## src/hdl/ske_pkg.sv

```systemverilog
// Shared byte codes for the sort key encoder.
package ske_pkg;

  localparam logic [7:0] K_KEY_START   = 8'h30;
  localparam logic [7:0] K_EMPTY_START = 8'h31;
  localparam logic [7:0] K_SEP         = 8'h01;
  localparam logic [7:0] K_END         = 8'h00;
  localparam logic [7:0] K_ALNUM_BIAS  = 8'h55;
  localparam logic [7:0] K_SPACE       = 8'h06;
  localparam logic [7:0] K_PUNCT_HI    = 8'h07;
  localparam logic [7:0] K_PERIOD_HI   = 8'h08;
  localparam logic [7:0] K_COLON_LO    = 8'hD8;
  localparam logic [7:0] K_DASH_LO     = 8'h90;
  localparam logic [7:0] K_COMMA_LO    = 8'hB2;
  localparam logic [7:0] K_PERIOD_LO   = 8'h51;
  localparam logic [7:0] K_APOS_LO     = 8'h31;
  localparam logic [7:0] K_WORD_MARK   = 8'h8F;
  localparam logic [7:0] K_WORD_BASE   = 8'h86;
  localparam logic [7:0] K_FINAL_BASE  = 8'h03;
  localparam logic [7:0] K_COUNT_BIAS  = 8'h04;
  localparam logic [7:0] K_CASE_OFS    = 8'h20;

  localparam logic [7:0] CH_SPACE  = 8'h20;
  localparam logic [7:0] CH_COLON  = 8'h3A;
  localparam logic [7:0] CH_COMMA  = 8'h2C;
  localparam logic [7:0] CH_PERIOD = 8'h2E;
  localparam logic [7:0] CH_APOS   = 8'h27;

endpackage

```

## src/hdl/sort_key_encoder.sv

```systemverilog
// Sort key encoder: one text byte per request in, one key byte per cycle out while out_ready holds.
// A request is accepted only in the idle state, so a new text byte waits until the key bytes
// of the last one are out; a byte yields 0 to 3 key bytes, empty text yields 4, and a final
// byte adds a trailer of 6 + 2*words key bytes; the word table
// read for each stored word overlaps its word mark byte.
// Reset clears the state, counters, started and overflow flags and output valid; the word table is not cleared.
module sort_key_encoder #(
  parameter int MAX_WORDS = 16,
  parameter int MAX_CHARS = 128
) (
  input  logic       clk,
  input  logic       rst_n,
  input  logic       in_valid,
  output logic       in_ready,
  input  logic [7:0] in_char_byte,
  input  logic       in_last_char,
  input  logic       in_empty_text,
  output logic       out_valid,
  input  logic       out_ready,
  output logic [7:0] out_key_byte,
  output logic       out_last_key,
  output logic       out_overflow
);
  import ske_pkg::*;

  localparam int AW  = (MAX_WORDS > 1) ? $clog2(MAX_WORDS) : 1;
  localparam int CW  = $clog2(MAX_WORDS + 1);
  localparam int CCW = $clog2(MAX_CHARS + 1);

  localparam logic [3:0] S_IDLE  = 4'd0;
  localparam logic [3:0] S_START = 4'd1;
  localparam logic [3:0] S_HI    = 4'd2;
  localparam logic [3:0] S_LO    = 4'd3;
  localparam logic [3:0] S_T1    = 4'd4;
  localparam logic [3:0] S_T2    = 4'd5;
  localparam logic [3:0] S_T3    = 4'd6;
  localparam logic [3:0] S_WHI   = 4'd7;
  localparam logic [3:0] S_WLO   = 4'd8;
  localparam logic [3:0] S_FHI   = 4'd9;
  localparam logic [3:0] S_FLO   = 4'd10;
  localparam logic [3:0] S_END   = 4'd11;
  localparam logic [3:0] S_E0    = 4'd12;
  localparam logic [3:0] S_E1    = 4'd13;
  localparam logic [3:0] S_E2    = 4'd14;

  logic [7:0]     word_mem [MAX_WORDS];
  logic [7:0]     rd_data_r;

  logic [3:0]     state_r, state_nxt;
  logic           started_r, started_nxt;
  logic [CCW-1:0] char_cnt_r, char_cnt_nxt;
  logic [CW-1:0]  word_cnt_r, word_cnt_nxt;
  logic [7:0]     word_len_r, word_len_nxt;
  logic           ovf_r, ovf_nxt;
  logic [CW-1:0]  widx_r, widx_nxt;
  logic           enc_r, enc_nxt;
  logic           two_r, two_nxt;
  logic           last_r, last_nxt;
  logic [7:0]     hi_r, hi_nxt;
  logic [7:0]     lo_r, lo_nxt;

  logic           out_valid_r, out_valid_nxt;
  logic [7:0]     out_byte_r, out_byte_nxt;
  logic           out_last_r, out_last_nxt;
  logic           out_ovf_r, out_ovf_nxt;

  logic           accept, emit, wr_en;
  logic [7:0]     c_up, code_hi, code_lo;
  logic           lim, is_alnum, is_space, code_two;
  logic [3:0]     after_code;
  logic [7:0]     emit_byte;

  assign in_ready     = (state_r == S_IDLE);
  assign accept       = in_valid && in_ready;
  assign emit         = (state_r != S_IDLE) && (!out_valid_r || out_ready);
  assign after_code   = last_r ? S_T1 : S_IDLE;
  assign out_valid    = out_valid_r;
  assign out_key_byte = out_byte_r;
  assign out_last_key = out_last_r;
  assign out_overflow = out_ovf_r;

  always_comb begin
    c_up     = (in_char_byte inside {[8'h61:8'h7A]}) ? in_char_byte - K_CASE_OFS
                                                     : in_char_byte;
    is_alnum = c_up inside {[8'h41:8'h5A], [8'h30:8'h39]};
    is_space = (c_up == CH_SPACE);
    lim      = (char_cnt_r >= CCW'(MAX_CHARS));
    code_hi  = K_PUNCT_HI;
    code_lo  = K_DASH_LO;
    code_two = 1'b1;
    if (is_alnum) begin
      code_hi  = {c_up[6:0], 1'b0} - K_ALNUM_BIAS;
      code_two = 1'b0;
    end else if (is_space) begin
      code_hi  = K_SPACE;
      code_two = 1'b0;
    end else begin
      case (c_up)
        CH_COLON:  code_lo = K_COLON_LO;
        CH_COMMA:  code_lo = K_COMMA_LO;
        CH_PERIOD: begin
          code_hi = K_PERIOD_HI;
          code_lo = K_PERIOD_LO;
        end
        CH_APOS:   code_lo = K_APOS_LO;
        default:   code_lo = K_DASH_LO;
      endcase
    end
  end

  always_comb begin
    case (state_r)
      S_START: emit_byte = K_KEY_START;
      S_HI:    emit_byte = hi_r;
      S_LO:    emit_byte = lo_r;
      S_T1:    emit_byte = K_SEP;
      S_T2:    emit_byte = 8'(char_cnt_r) + K_COUNT_BIAS;
      S_T3:    emit_byte = K_SEP;
      S_WHI:   emit_byte = K_WORD_MARK;
      S_WLO:   emit_byte = K_WORD_BASE - rd_data_r;
      S_FHI:   emit_byte = K_WORD_MARK;
      S_FLO:   emit_byte = K_FINAL_BASE + word_len_r;
      S_E0:    emit_byte = K_EMPTY_START;
      S_E1:    emit_byte = K_SEP;
      S_E2:    emit_byte = K_SEP;
      default: emit_byte = K_END;
    endcase
  end

  always_comb begin
    state_nxt    = state_r;
    started_nxt  = started_r;
    char_cnt_nxt = char_cnt_r;
    word_cnt_nxt = word_cnt_r;
    word_len_nxt = word_len_r;
    ovf_nxt      = ovf_r;
    widx_nxt     = widx_r;
    enc_nxt      = enc_r;
    two_nxt      = two_r;
    last_nxt     = last_r;
    hi_nxt       = hi_r;
    lo_nxt       = lo_r;
    wr_en        = 1'b0;

    out_valid_nxt = out_valid_r && !out_ready;
    out_byte_nxt  = out_byte_r;
    out_last_nxt  = out_last_r;
    out_ovf_nxt   = out_ovf_r;

    if (accept) begin
      if (in_empty_text) begin
        started_nxt  = 1'b0;
        char_cnt_nxt = '0;
        word_cnt_nxt = '0;
        word_len_nxt = '0;
        ovf_nxt      = 1'b0;
        state_nxt    = S_E0;
      end else begin
        started_nxt = 1'b1;
        enc_nxt     = !lim;
        two_nxt     = code_two;
        last_nxt    = in_last_char;
        hi_nxt      = code_hi;
        lo_nxt      = code_lo;
        widx_nxt    = '0;
        ovf_nxt     = ovf_r || lim;
        if (!lim) begin
          char_cnt_nxt = char_cnt_r + CCW'(1);
          if (is_space) begin
            word_len_nxt = '0;
            if (word_cnt_r < CW'(MAX_WORDS - 1)) begin
              wr_en        = 1'b1;
              word_cnt_nxt = word_cnt_r + CW'(1);
            end else begin
              ovf_nxt = 1'b1;
            end
          end else begin
            word_len_nxt = word_len_r + 8'd1;
          end
        end
        if (!started_r) begin
          state_nxt = S_START;
        end else if (!lim) begin
          state_nxt = S_HI;
        end else begin
          state_nxt = in_last_char ? S_T1 : S_IDLE;
        end
      end
    end

    if (emit) begin
      out_valid_nxt = 1'b1;
      out_byte_nxt  = emit_byte;
      out_last_nxt  = (state_r == S_END);
      out_ovf_nxt   = ovf_r && (state_r != S_START);
      case (state_r)
        S_START: state_nxt = enc_r ? S_HI : after_code;
        S_HI:    state_nxt = two_r ? S_LO : after_code;
        S_LO:    state_nxt = after_code;
        S_T1:    state_nxt = S_T2;
        S_T2:    state_nxt = S_T3;
        S_T3:    state_nxt = (word_cnt_r != '0) ? S_WHI : S_FHI;
        S_WHI:   state_nxt = S_WLO;
        S_WLO: begin
          widx_nxt  = widx_r + CW'(1);
          state_nxt = (widx_r + CW'(1) == word_cnt_r) ? S_FHI : S_WHI;
        end
        S_FHI:   state_nxt = S_FLO;
        S_FLO:   state_nxt = S_END;
        S_E0:    state_nxt = S_E1;
        S_E1:    state_nxt = S_E2;
        S_E2:    state_nxt = S_END;
        S_END: begin
          state_nxt    = S_IDLE;
          started_nxt  = 1'b0;
          char_cnt_nxt = '0;
          word_cnt_nxt = '0;
          word_len_nxt = '0;
          ovf_nxt      = 1'b0;
        end
        default: state_nxt = S_IDLE;
      endcase
    end
  end

  always_ff @(posedge clk) begin
    if (wr_en) begin
      word_mem[word_cnt_r[AW-1:0]] <= word_len_r;
    end
    rd_data_r <= word_mem[widx_r[AW-1:0]];
  end

  always_ff @(posedge clk) begin
    if (!rst_n) begin
      state_r     <= S_IDLE;
      started_r   <= 1'b0;
      char_cnt_r  <= '0;
      word_cnt_r  <= '0;
      word_len_r  <= '0;
      ovf_r       <= 1'b0;
      widx_r      <= '0;
      out_valid_r <= 1'b0;
    end else begin
      state_r     <= state_nxt;
      started_r   <= started_nxt;
      char_cnt_r  <= char_cnt_nxt;
      word_cnt_r  <= word_cnt_nxt;
      word_len_r  <= word_len_nxt;
      ovf_r       <= ovf_nxt;
      widx_r      <= widx_nxt;
      out_valid_r <= out_valid_nxt;
    end
  end

  always_ff @(posedge clk) begin
    enc_r      <= enc_nxt;
    two_r      <= two_nxt;
    last_r     <= last_nxt;
    hi_r       <= hi_nxt;
    lo_r       <= lo_nxt;
    out_byte_r <= out_byte_nxt;
    out_last_r <= out_last_nxt;
    out_ovf_r  <= out_ovf_nxt;
  end

  a_word_cnt_bound: assert property (@(posedge clk) disable iff (!rst_n)
    word_cnt_r <= CW'(MAX_WORDS - 1))
    else $error("stored word count beyond table limit");

  a_char_cnt_bound: assert property (@(posedge clk) disable iff (!rst_n)
    char_cnt_r <= CCW'(MAX_CHARS))
    else $error("character count beyond limit");

  a_walk_in_range: assert property (@(posedge clk) disable iff (!rst_n)
    (state_r == S_WLO) |-> (widx_r < word_cnt_r))
    else $error("word table walk past stored words");

  a_end_clears: assert property (@(posedge clk) disable iff (!rst_n)
    (emit && (state_r == S_END)) |=> (state_r == S_IDLE && char_cnt_r == '0
                                      && !ovf_r && out_last_key))
    else $error("final key byte did not close the string");

endmodule

```

## config.mk

```make
export PLATFORM = sky130hd
export DESIGN_NAME = sort_key_encoder
export DESIGN_NICKNAME = d
export VERILOG_FILES = /design/src/hdl/ske_pkg.sv /design/src/hdl/sort_key_encoder.sv
export SDC_FILE = /design/constraint.sdc
export NUM_CORES = 1
export LEC_CHECK = 0
export BUFFER_PORTS_ARGS = -buffer_cell sky130_fd_sc_hd__buf_2
export CORE_AREA = 3 3 126 128
export CTS_CLUSTER_DIAMETER = 80
export CTS_CLUSTER_SIZE = 28
export DETAILED_ROUTE_END_ITERATION = 16
export DIE_AREA = 0 0 129 131
export PLACE_DENSITY = 0.77
export SYNTH_ARGS = -nofsm -noshare
export SYNTH_HDL_FRONTEND = slang
export SYNTH_SLANG_ARGS = --single-unit
```

## constraint.sdc

```tcl
create_clock -name clk -period 6.67 [get_ports clk]
set_input_delay 0.3335 -clock clk [delete_from_list [all_inputs] [get_ports clk]]
set_output_delay 0.3335 -clock clk [all_outputs]
set_load 0.03 [all_outputs]
```

# After elaboration in Yosys (flattened, before gate mapping)
# Memories as Yosys holds them, arrays and structs flattened. A register that Yosys moved wholly into a read port is not among the register bits.
# Index checks and enable logic that the tools add are counted.
dict set report word_totals {
  word_cells 138
  memories 1
  mem_bits_rw 128
  regBits 62
}
# memory depth width read_ports rd_clocked_by_memory_dff wr line
set mem_list {}
lappend mem_list {word_mem 16 8 1 1 1 sort_key_encoder.sv:46} ;# logic [7:0] word_mem [MAX_WORDS];
dict set report op_classes {
  mux 60
  eq_ne 21
  n_lt_le_gt_ge 8
  reduce_logical 22
  bitwise_logic 1
  add_sub_neg 9
}
# operator count
set op_table {}
lappend op_table {{$mux W8} 13}
lappend op_table {{$pmux W8 S9} 1}
lappend op_table {{$mux W5} 11}
lappend op_table {{$pmux W4 S12} 1}
lappend op_table {{$eq A8 B6 Y1 const B} 5}
lappend op_table {{$pmux W8 S4} 1}
lappend op_table {{$eq A4 B4 Y1 const B} 7}
lappend op_table {{$mux W4} 7}
lappend op_table {{$mux W1} 20}
lappend op_table {{$mux W3} 6}
lappend op_table {{$add A8 B1 Y8 const B} 2}
lappend op_table {{$eq A4 B3 Y1 const B} 4}
lappend op_table {{$ge A8 B7 Y1 const B} 2}
lappend op_table {{$le A8 B7 Y1 const B} 2}
lappend op_table {{$add A5 B1 Y5 const B} 2}
lappend op_table {{$add A2 B8 Y8 const A} 1}
lappend op_table {{$add A8 B3 Y8 const B} 1}
lappend op_table {{$eq A4 B2 Y1 const B} 2}
lappend op_table {{$ge A8 B6 Y1 const B} 1}
lappend op_table {{$ge A8 B8 Y1 const B} 1}
lappend op_table {{$le A8 B6 Y1 const B} 1}
lappend op_table {{$sub A8 B6 Y8 const B} 1}
lappend op_table {{$sub A8 B7 Y8 const B} 1}
lappend op_table {{$sub A8 B8 Y8 const A} 1}
lappend op_table {{other kinds (15)} 27}

# Longest topological paths before layout
# Gate-level depths: netlist of run 1.
dict set report logic_depth {
  word_depth 10
  depth_mapped 8
}

# Worst setup path before layout of run 1
# Ideal clock, no wire load.
dict set report synth_timing {
  kind {register to register}
  startpoint {register state_r[0]}
  endpoint {memory word_mem[2][0], enable pin}
  arrival_time_ps 2231
  n_path_buf 1
  period_less_slack_ps 2615
  path_stages_with_launch 8
  setup_time_ps 383
  t_required_ps 6287
  path_slack_ps 4055
  cell_sequence {dfxtp_1 buf_6 or4_4 clkinv_4 nand2_4 nor4_4 nand2_1 nor3_1}
}
dict set report synth_between {
  elab_chain_cells 5
}
# element line
set synth_lines {}
lappend synth_lines {{start: declaration} sort_key_encoder.sv:49} ;# logic [3:0] state_r, state_nxt;
lappend synth_lines {{start signal: assignment} sort_key_encoder.sv:244} ;# state_r <= state_nxt;
lappend synth_lines {{$logic_not A4 Y1} sort_key_encoder.sv:73} ;# assign in_ready = (state_r == S_IDLE);
lappend synth_lines {{via in_ready} sort_key_encoder.sv:14} ;# output logic in_ready,
lappend synth_lines {{$logic_and A1 B1 Y1} sort_key_encoder.sv:74} ;# assign accept = in_valid && in_ready;
lappend synth_lines {{$mux W1} sort_key_encoder.sv:150} ;# if (accept) begin
lappend synth_lines {{$mux W1} sort_key_encoder.sv:227} ;# if (wr_en) begin
lappend synth_lines {{$mux W1 (implied by the code)} sort_key_encoder.sv:228} ;# word_mem[word_cnt_r[AW-1:0]] <= word_len_r;
lappend synth_lines {{end: declaration} sort_key_encoder.sv:46}
# The timed path passes the listed nets, and every way through them passes these cells.

# Final worst setup path of run 1
dict set report layout_timing {
  startpoint {register state_r[2]}
  endpoint {memory word_mem[3][1], enable pin}
}
dict set report layout_between {
  elab_chain_cells 5
}
# element line
set layout_lines {}
lappend layout_lines {{$logic_not A4 Y1} sort_key_encoder.sv:73}
lappend layout_lines {{$logic_and A1 B1 Y1} sort_key_encoder.sv:74}
lappend layout_lines {{$mux W1} sort_key_encoder.sv:150}
lappend layout_lines {{$mux W1} sort_key_encoder.sv:227}
lappend layout_lines {{$mux W1 (implied by the code)} sort_key_encoder.sv:228}
# No other way between the ends.

==> results.yml, run 1 <==
synth:
  synth_simple_gate_area_share_pct: 10.84
  ys_warn_count: 0
  synth_mux_area_share_pct: 10.31
  ys.flop_type: "edfxtp_1"
  synthAdderAreaFrac_pct: 2.522
  synth_top_family_by_area: "simple AND/OR/NAND/NOR gates"
  synth_nets: 689
  async_reset_ff_share_pct: 0
  synth-xor-area-share_pct: 3.335
  synth.avg_cell_area_um2: 13.59
  synthCells: 657
  synth_compound_area_share_pct: 8.743
  synth_seq_cells: 196
  yosysSeqAreaShare_pct: 61.31
  netlist_area_mm2: 0.008930
  synth_edf_count: 155
  synth.distinct_cells: 70
clock_network:
  clock-sinks: 196
  cts_buffers: 17
  cts_setup_buffers: 0
  ctsHoldBuffers: 0
  htree_levels: 4
  clk_latency_ns: 0.44
  cts_resized: 0
  cts_buffer_depth: 2
  clk_pin_slew_ns: 0.07
  cts_root_buffer: "clkbuf_16"
  tritoncts: "done"
global_route:
  grt_pass1_vias: 5246
  grt_pass1_wl_um: 30550
  track_usage_pct: 24.68
  overflow: 0
  grt_max_degree: 38
  antenna_found_initial: 0
min_path:
  hold_path.class: "in2reg"
worst_setup_path:
  start_kind: "flop"
  slowest_stage: "nor3_1"
  max_stage_delay_ns: 0.95
  critPathRequiredTime_ns: 6.72
  worstPathArrival_ns: 3.40
  cp_top_family: "simple AND/OR/NAND/NOR gates"
  worstPathMaxFanout: 23
  cp_num_buf_inv: 1
  path_class: "reg2reg"
  endpoint_kind: "flop"
  cp_cell_sequence: "or4_4 -> clkinv_4 -> nand2_4 -> nor4_4 -> nand2_1 -> nor3_1"
placement:
  placed_area_mm2: 0.009170
  portBuffers: 25
  dp.final_hpwl_um: 12890
  place_worst_setup_slack_ns: 3.485
  place.gp.congestion: 0.9495
finish:
  multi_input_area_mm2: 0.003197
  antenna_cells: 0
  postLayoutCellArea_mm2: 0.009796
  fill_cells: 1071
  num-nets-final: 703
  area_growth_pct: 9.696
  final_cell_mix: "edfxtp_1 (155), nor2_1 (62), mux4_2 (40), dfxtp_1 (40), nand2_1 (35)"
  final-seq-area_mm2: 0.005477
  final_common_cell: "edfxtp_1"
  drive_gt1_share_pct: 17.25
routing:
  ant_nets: 0
  wl_um: 19730
  drtPass1Iterations: 6
  via_per_inst: 6.431
  route.detailed.drc: 0
  dr.first_iter.drc_count: 686
  vias: 5608
  wire_per_inst_um: 22.62
sta:
  relSlewSlack_pct: 20.49
  drv_slew: 0
  rsz0062_at_grt: "false"
  period_minus_slack_ns: 3.350
  fin_crit_sh_pct: 50.22
  max_clock_freq_mhz: 298.5
  tns_ns: 0
  setup_viol: 0
  fin_worst_skew_ns: 0.01027
  worst_slack_ns: 3.320
  hold_ws_ns: 0.1089
  tightest_slew_ns: 1.183
  final_hold_viol_count: 0
floorplan:
  num_io_pins: 26
  die_area_mm2: 0.01690
  die_h_um: 131
  dieWidth_um: 129
  fp-row-count: 45
  start_util_pct: 59.62
  fp.coreArea_mm2: 0.01498
pwr:
  finalPower_mw: 3.207
  ir_worst_vdd_mv: 0.1998
  power_density_mw_per_mm2: 327.3
  p_leak_nw: 3.335
outcome:
  status: "complete, no violations"
flow_run:
  cap_violations: 0
==> final timing paths <==
| kind | from | end | slack, ns | cells past startpoint |
|---|---|---|---|---|
| setup reg to reg | state_r[2]$_SDFFE_PN0P_ | word_mem[3][1]$_DFFE_PP_ | 3.32 | 6 |
| setup / recovery | state_r[2]$_SDFFE_PN0P_ | word_mem[3][1]$_DFFE_PP_ | 3.32 | 6 |
| hold / removal | in_last_char | last_r$_DFFE_PP_ | 0.11 | 1 |
| hold reg to reg | char_cnt_r[6]$_SDFF_PN0_ | char_cnt_r[6]$_SDFF_PN0_ | 0.52 | 2 |
==> cell type report <==
cell class / instances / area share, %
flip-flops and latches: 196 / 55.91
multi-input cells: 403 / 32.64
clock buffers: 19 / 4.419
well taps: 188 / 2.401
clock inverters: 13 / 1.967
repair buffers: 32 / 1.814
inverters: 21 / 0.8558
==> synthesized netlist by cell type, types with 7 or more instances <==
master | count | area share [%]
edfxtp_1 | 155 | 52
a31oi_1 | 13 | 0.91
dfxtp_1 | 41 | 9.2
clkbuf_1 | 24 | 1.0
buf_2 | 7 | 0.39
xor2_1 | 16 | 1.6
nor2_1 | 62 | 2.6
xnor2_1 | 18 | 1.8
a21oi_1 | 33 | 1.8
o21ai_0 | 29 | 1.6
nor2b_1 | 8 | 0.56
nor3_1 | 17 | 0.95
ha_1 | 18 | 2.5
nand2b_1 | 10 | 0.70
mux4_2 | 40 | 10
nand3_1 | 15 | 0.84
nand2_1 | 35 | 1.5
inv_1 | 19 | 0.80
==> metal layers <==
layer / up-vias / track usage, % / share of wire, %
met5: - / 0 / 0
met4: 0 / 6.918 / 1.5
met3: 26 / 5.407 / 8.9
met2: 272 / 37.62 / 48
met1: 2788 / 36.39 / 42
li1: 2522 / - / -
==> state kept, by name, indices dropped and copies added, names as in the netlist <==
name and flops:
char_cnt_r 8, enc_r 1, hi_r 8, last_r 1, lo_r 6, out_key_byte 8
out_last_key 1, out_overflow 1, out_valid 1, ovf_r 1, rd_data_r 8, started_r 1
state_r 4, two_r 1, widx_r 5, word_cnt_r 5, word_len_r 8, word_mem 128
==> cells by family after synthesis <==
group | Yosys count
flip-flops | 196
AND/OR/NAND/NOR | 186
AO/OA/AOI/OAI | 122
buffers and inverters | 58
multiplexers | 42
XOR/XNOR | 34
adder cells (fa/ha/maj) | 18
other | 1
==> metrics by stage <==
| step | cells | utilization, % |
|---|---|---|
| after floorplan | 657 | - |
| after global placement | 840 | 61.23 |
| after detailed placement | 840 | 61.23 |
| after CTS | 872 | 65.41 |
| after global routing | 872 | 65.41 |
| final | 872 | 65.41 |
==> where the power goes <==
group	switching (mW)	internal, mW	total, mW
clock network	0.466	0.605	1.07
registers	0.0541	1.41	1.46
logic	0.442	0.233	0.675
Power figures use the tool's default switching activity.
==> inputs of run 2 (changes only) <==
ABC_AREA = 1   (was unset)
CORE_AREA = 3 3 127 129   (was 3 3 126 128)
DIE_AREA = 0 0 130 132   (was 0 0 129 131)
PLACE_DENSITY = 0.76   (was 0.77)
clock period = 3.2 ns   (was 6.67 ns; I/O delays follow)
==> results.yml, run 2 <==
pwr:
  power_density_mw_per_mm2: 668.9
  ir_worst_vdd_mv: 0.4265
  pwr-share-clk_pct: 31.2
  intPower_mw: 4.462
  seqPwrFrac_pct: 45.1
  switchingPower_mw: 2.240
  swShare_pct: 33.42
  p_leak_nw: 3.889
  combPwrFrac_pct: 23.8
routing:
  via_per_inst: 6.073
  wire_per_inst_um: 19.56
  drtPass1Iterations: 7
  wl_um: 22530
  vias: 6996
  dr.first_iter.drc_count: 936
  ant_nets: 0
  route.detailed.drc: 0
synth:
  yosysSeqAreaShare_pct: 61.01
  synth_seq_cells: 196
  synth_common_cells: "edfxtp_1 (155), nor2_1 (145), nand2_1 (115)"
  ys.flop_type: "edfxtp_1"
  yosys.area.top_type: "edfxtp_1"
  synth_nets: 938
  synthCells: 906
  ys_warn_count: 0
  synth_area_leaders: "edfxtp_1 (52%), dfxtp_1 (9.1%), nor2_1 (6.1%)"
  netlist_area_mm2: 0.008975
  synth_top_area_share_pct: 51.86
  synth_edf_count: 155
  synth.distinct_cells: 45
  synth.avg_cell_area_um2: 9.906
  synth_most_common_cell: "edfxtp_1"
  async_reset_ff_share_pct: 0
placement:
  place.gp.congestion: 0.9723
  portBuffers: 25
  dp.final_hpwl_um: 15560
finish:
  antenna_cells: 0
  utilization_pct: 66.15
  drive_gt1_share_pct: 11.72
  num-nets-final: 983
  largest_reg_flops: 128
  area_growth_pct: 11.63
  final_common_cell: "edfxtp_1"
  final_cell_mix: "edfxtp_1 (155), nor2_1 (145), nand2_1 (115), o21ai_0 (104), inv_1 (78)"
sta:
  final_hold_viol_count: 0
  drv_slew: 0
  tightest_slew_ns: 0.9562
  tns_ns: 0
  period_minus_slack_ns: 2.641
  max_clock_freq_mhz: 378.6
  rsz0062_at_grt: "false"
  setup_viol: 0
  relSlewSlack_pct: 34.60
  fin_crit_sh_pct: 82.54
  fin_worst_skew_ns: 0.01018
global_route:
  grt_pass1_wl_um: 35090
  overflow: 0
  grt_max_degree: 35
  antenna_found_initial: 0
  grt_pass1_vias: 6469
  track_usage_pct: 26.88
worst_setup_path:
  endpoint_kind: "flop"
  critPathRequiredTime_ns: 3.28
  cp_top_family: "simple AND/OR/NAND/NOR gates"
  reg2reg_depth: 11
  cp_cell_sequence: "nor2_4 -> inv_2 -> nor2_4 -> nand2_2 -> nor2_8 -> inv_2 -> nor2_2 -> inv_1 -> nor3_4 -> nand2_2 -> nor2_1"
  worstPathArrival_ns: 2.72
  reg2reg_slack_ns: 0.56
  r2r_start: "state_r[2]$_SDFFE_PN0P_"
  slowest_stage: "nor2_1"
  cp_num_buf_inv: 3
  path_class: "reg2reg"
  worstPathMaxFanout: 8
  r2r-end: "word_mem[0][5]$_DFFE_PP_"
  start_kind: "flop"
  max_stage_delay_ns: 0.54
clock_network:
  cts_buffer_depth: 2
  cts_resized: 0
  cts_root_buffer: "clkbuf_16"
  cts_buffers: 17
  htree_levels: 4
  clk_latency_ns: 0.44
  clk_pin_slew_ns: 0.07
  clock-sinks: 196
  tritoncts: "done"
floorplan:
  dieWidth_um: 130
  num_io_pins: 26
  fp-row-count: 45
  die_h_um: 132
  start_util_pct: 59.26
  die_area_mm2: 0.01716
  fp.coreArea_mm2: 0.01515
min_path:
  whs_path_depth: 6
  min-delay-start: "out_ready"
  hold_path_end: "out_valid$_SDFF_PN0_"
  hold_path.class: "in2reg"
flow_run:
  cap_violations: 0
outcome:
  status: "complete, no violations"
==> run 2: cell count changes in the layout (fill, tap and decap cells not counted), sizes merged, moves of 8 or more <==
cell and delta:
nor2 +91, o22ai +34, a21oi +11, nor2b -8, xnor2 -15, nand2b -10
xor2 -11, nand2 +85, mux4 -40, a31oi -11, nand3 +18, o21ai +76
buf +21, inv +70
==> run 2: worst max path at each step <==
stage,slack [ns],endpoint,start,depth (start not counted)
after floorplan,0.60,word_mem[0][0]$_DFFE_PP_,state_r[2]$_SDFFE_PN0P_,11
after global placement,0.47,word_mem[0][1]$_DFFE_PP_,in_char_byte[0],15
after detailed placement,0.31,word_mem[15][5]$_DFFE_PP_,in_char_byte[0],15
after CTS,0.58,word_mem[0][5]$_DFFE_PP_,state_r[1]$_SDFFE_PN0P_,11
after global routing,0.39,word_mem[12][5]$_DFFE_PP_,state_r[2]$_SDFFE_PN0P_,11
final,0.56,word_mem[0][5]$_DFFE_PP_,state_r[2]$_SDFFE_PN0P_,11
==> run 2: cell type report <==
cell class	instances	area (µm²)
fillers	1198	5127
multi-input cells	593	3054
well taps	188	235.2
repair buffers	55	355.3
inverters	88	330.3
clock buffers	18	429.2
clock inverters	14	137.6
flip-flops and latches	196	5477
==> run 2: kinds of logic (layout without fill, tap and decap cells) <==
family                   Yosys count  count (layout)  synth area share, %
AND/OR/NAND/NOR                  344             344                16.70
XOR/XNOR                           8               8               0.7807
other                              1               1              0.04178
AO/OA/AOI/OAI                    222             222                14.00
buffers and inverters            117             175                4.963
adder cells (fa/ha/maj)           18              18                2.509
flip-flops                       196             196                61.01
==> run 2: worst min-delay path, stage by stage <==
cell,delay [ns]
buf_2,0.07
inv_1,0.03
nand2_1,0.07
nand2_1,0.06
nand2_1,0.05
inv_1,0.03
==> run 2: routing by layer <==
layer  up-vias  global-route usage, %  routed length [µm]
met1      3301                  39.36                9605
met2       375                  40.43               10410
met5         -                      0                   0
met3        46                  5.389                2003
li1       3274                      -                   -
met4         0                  8.949                 513
==> run 2: what timing repair did <==
action | 4_1_cts | 5_1_grt
hold endpoints to repair | 2 | 0
hold buffers | 2 | 0
setup buffers | 0 | 0
==> run 2: power groups by stage <==
| stage | clock [mW] | combinational, mW | sequential [mW] |
|---|---|---|---|
| final | 2.09 | 1.59 | 3.02 |
| after CTS | 2.08 | 1.55 | 3.02 |
| after detailed placement | 0 | 1.54 | 3.07 |
| after global routing | 2.18 | 1.73 | 3.03 |
| after floorplan | 0 | 0.925 | 3.19 |
| after global placement | 0 | 1.54 | 3.07 |
==> run 2: per-stage QoR <==
step	setup WS, ns	hold WS [ns]	cells	power, mW	instance area (µm²)
after global routing	0.3904	0.09549	1152	6.940	10020
after detailed placement	0.3102	0.3682	1118	4.612	9432
after CTS	0.5752	0.06276	1152	6.656	10020
after floorplan	0.5959	0.2576	906	4.114	8975
final	0.5587	0.07219	1152	6.701	10020
after global placement	0.4733	0.3686	1118	4.604	9432
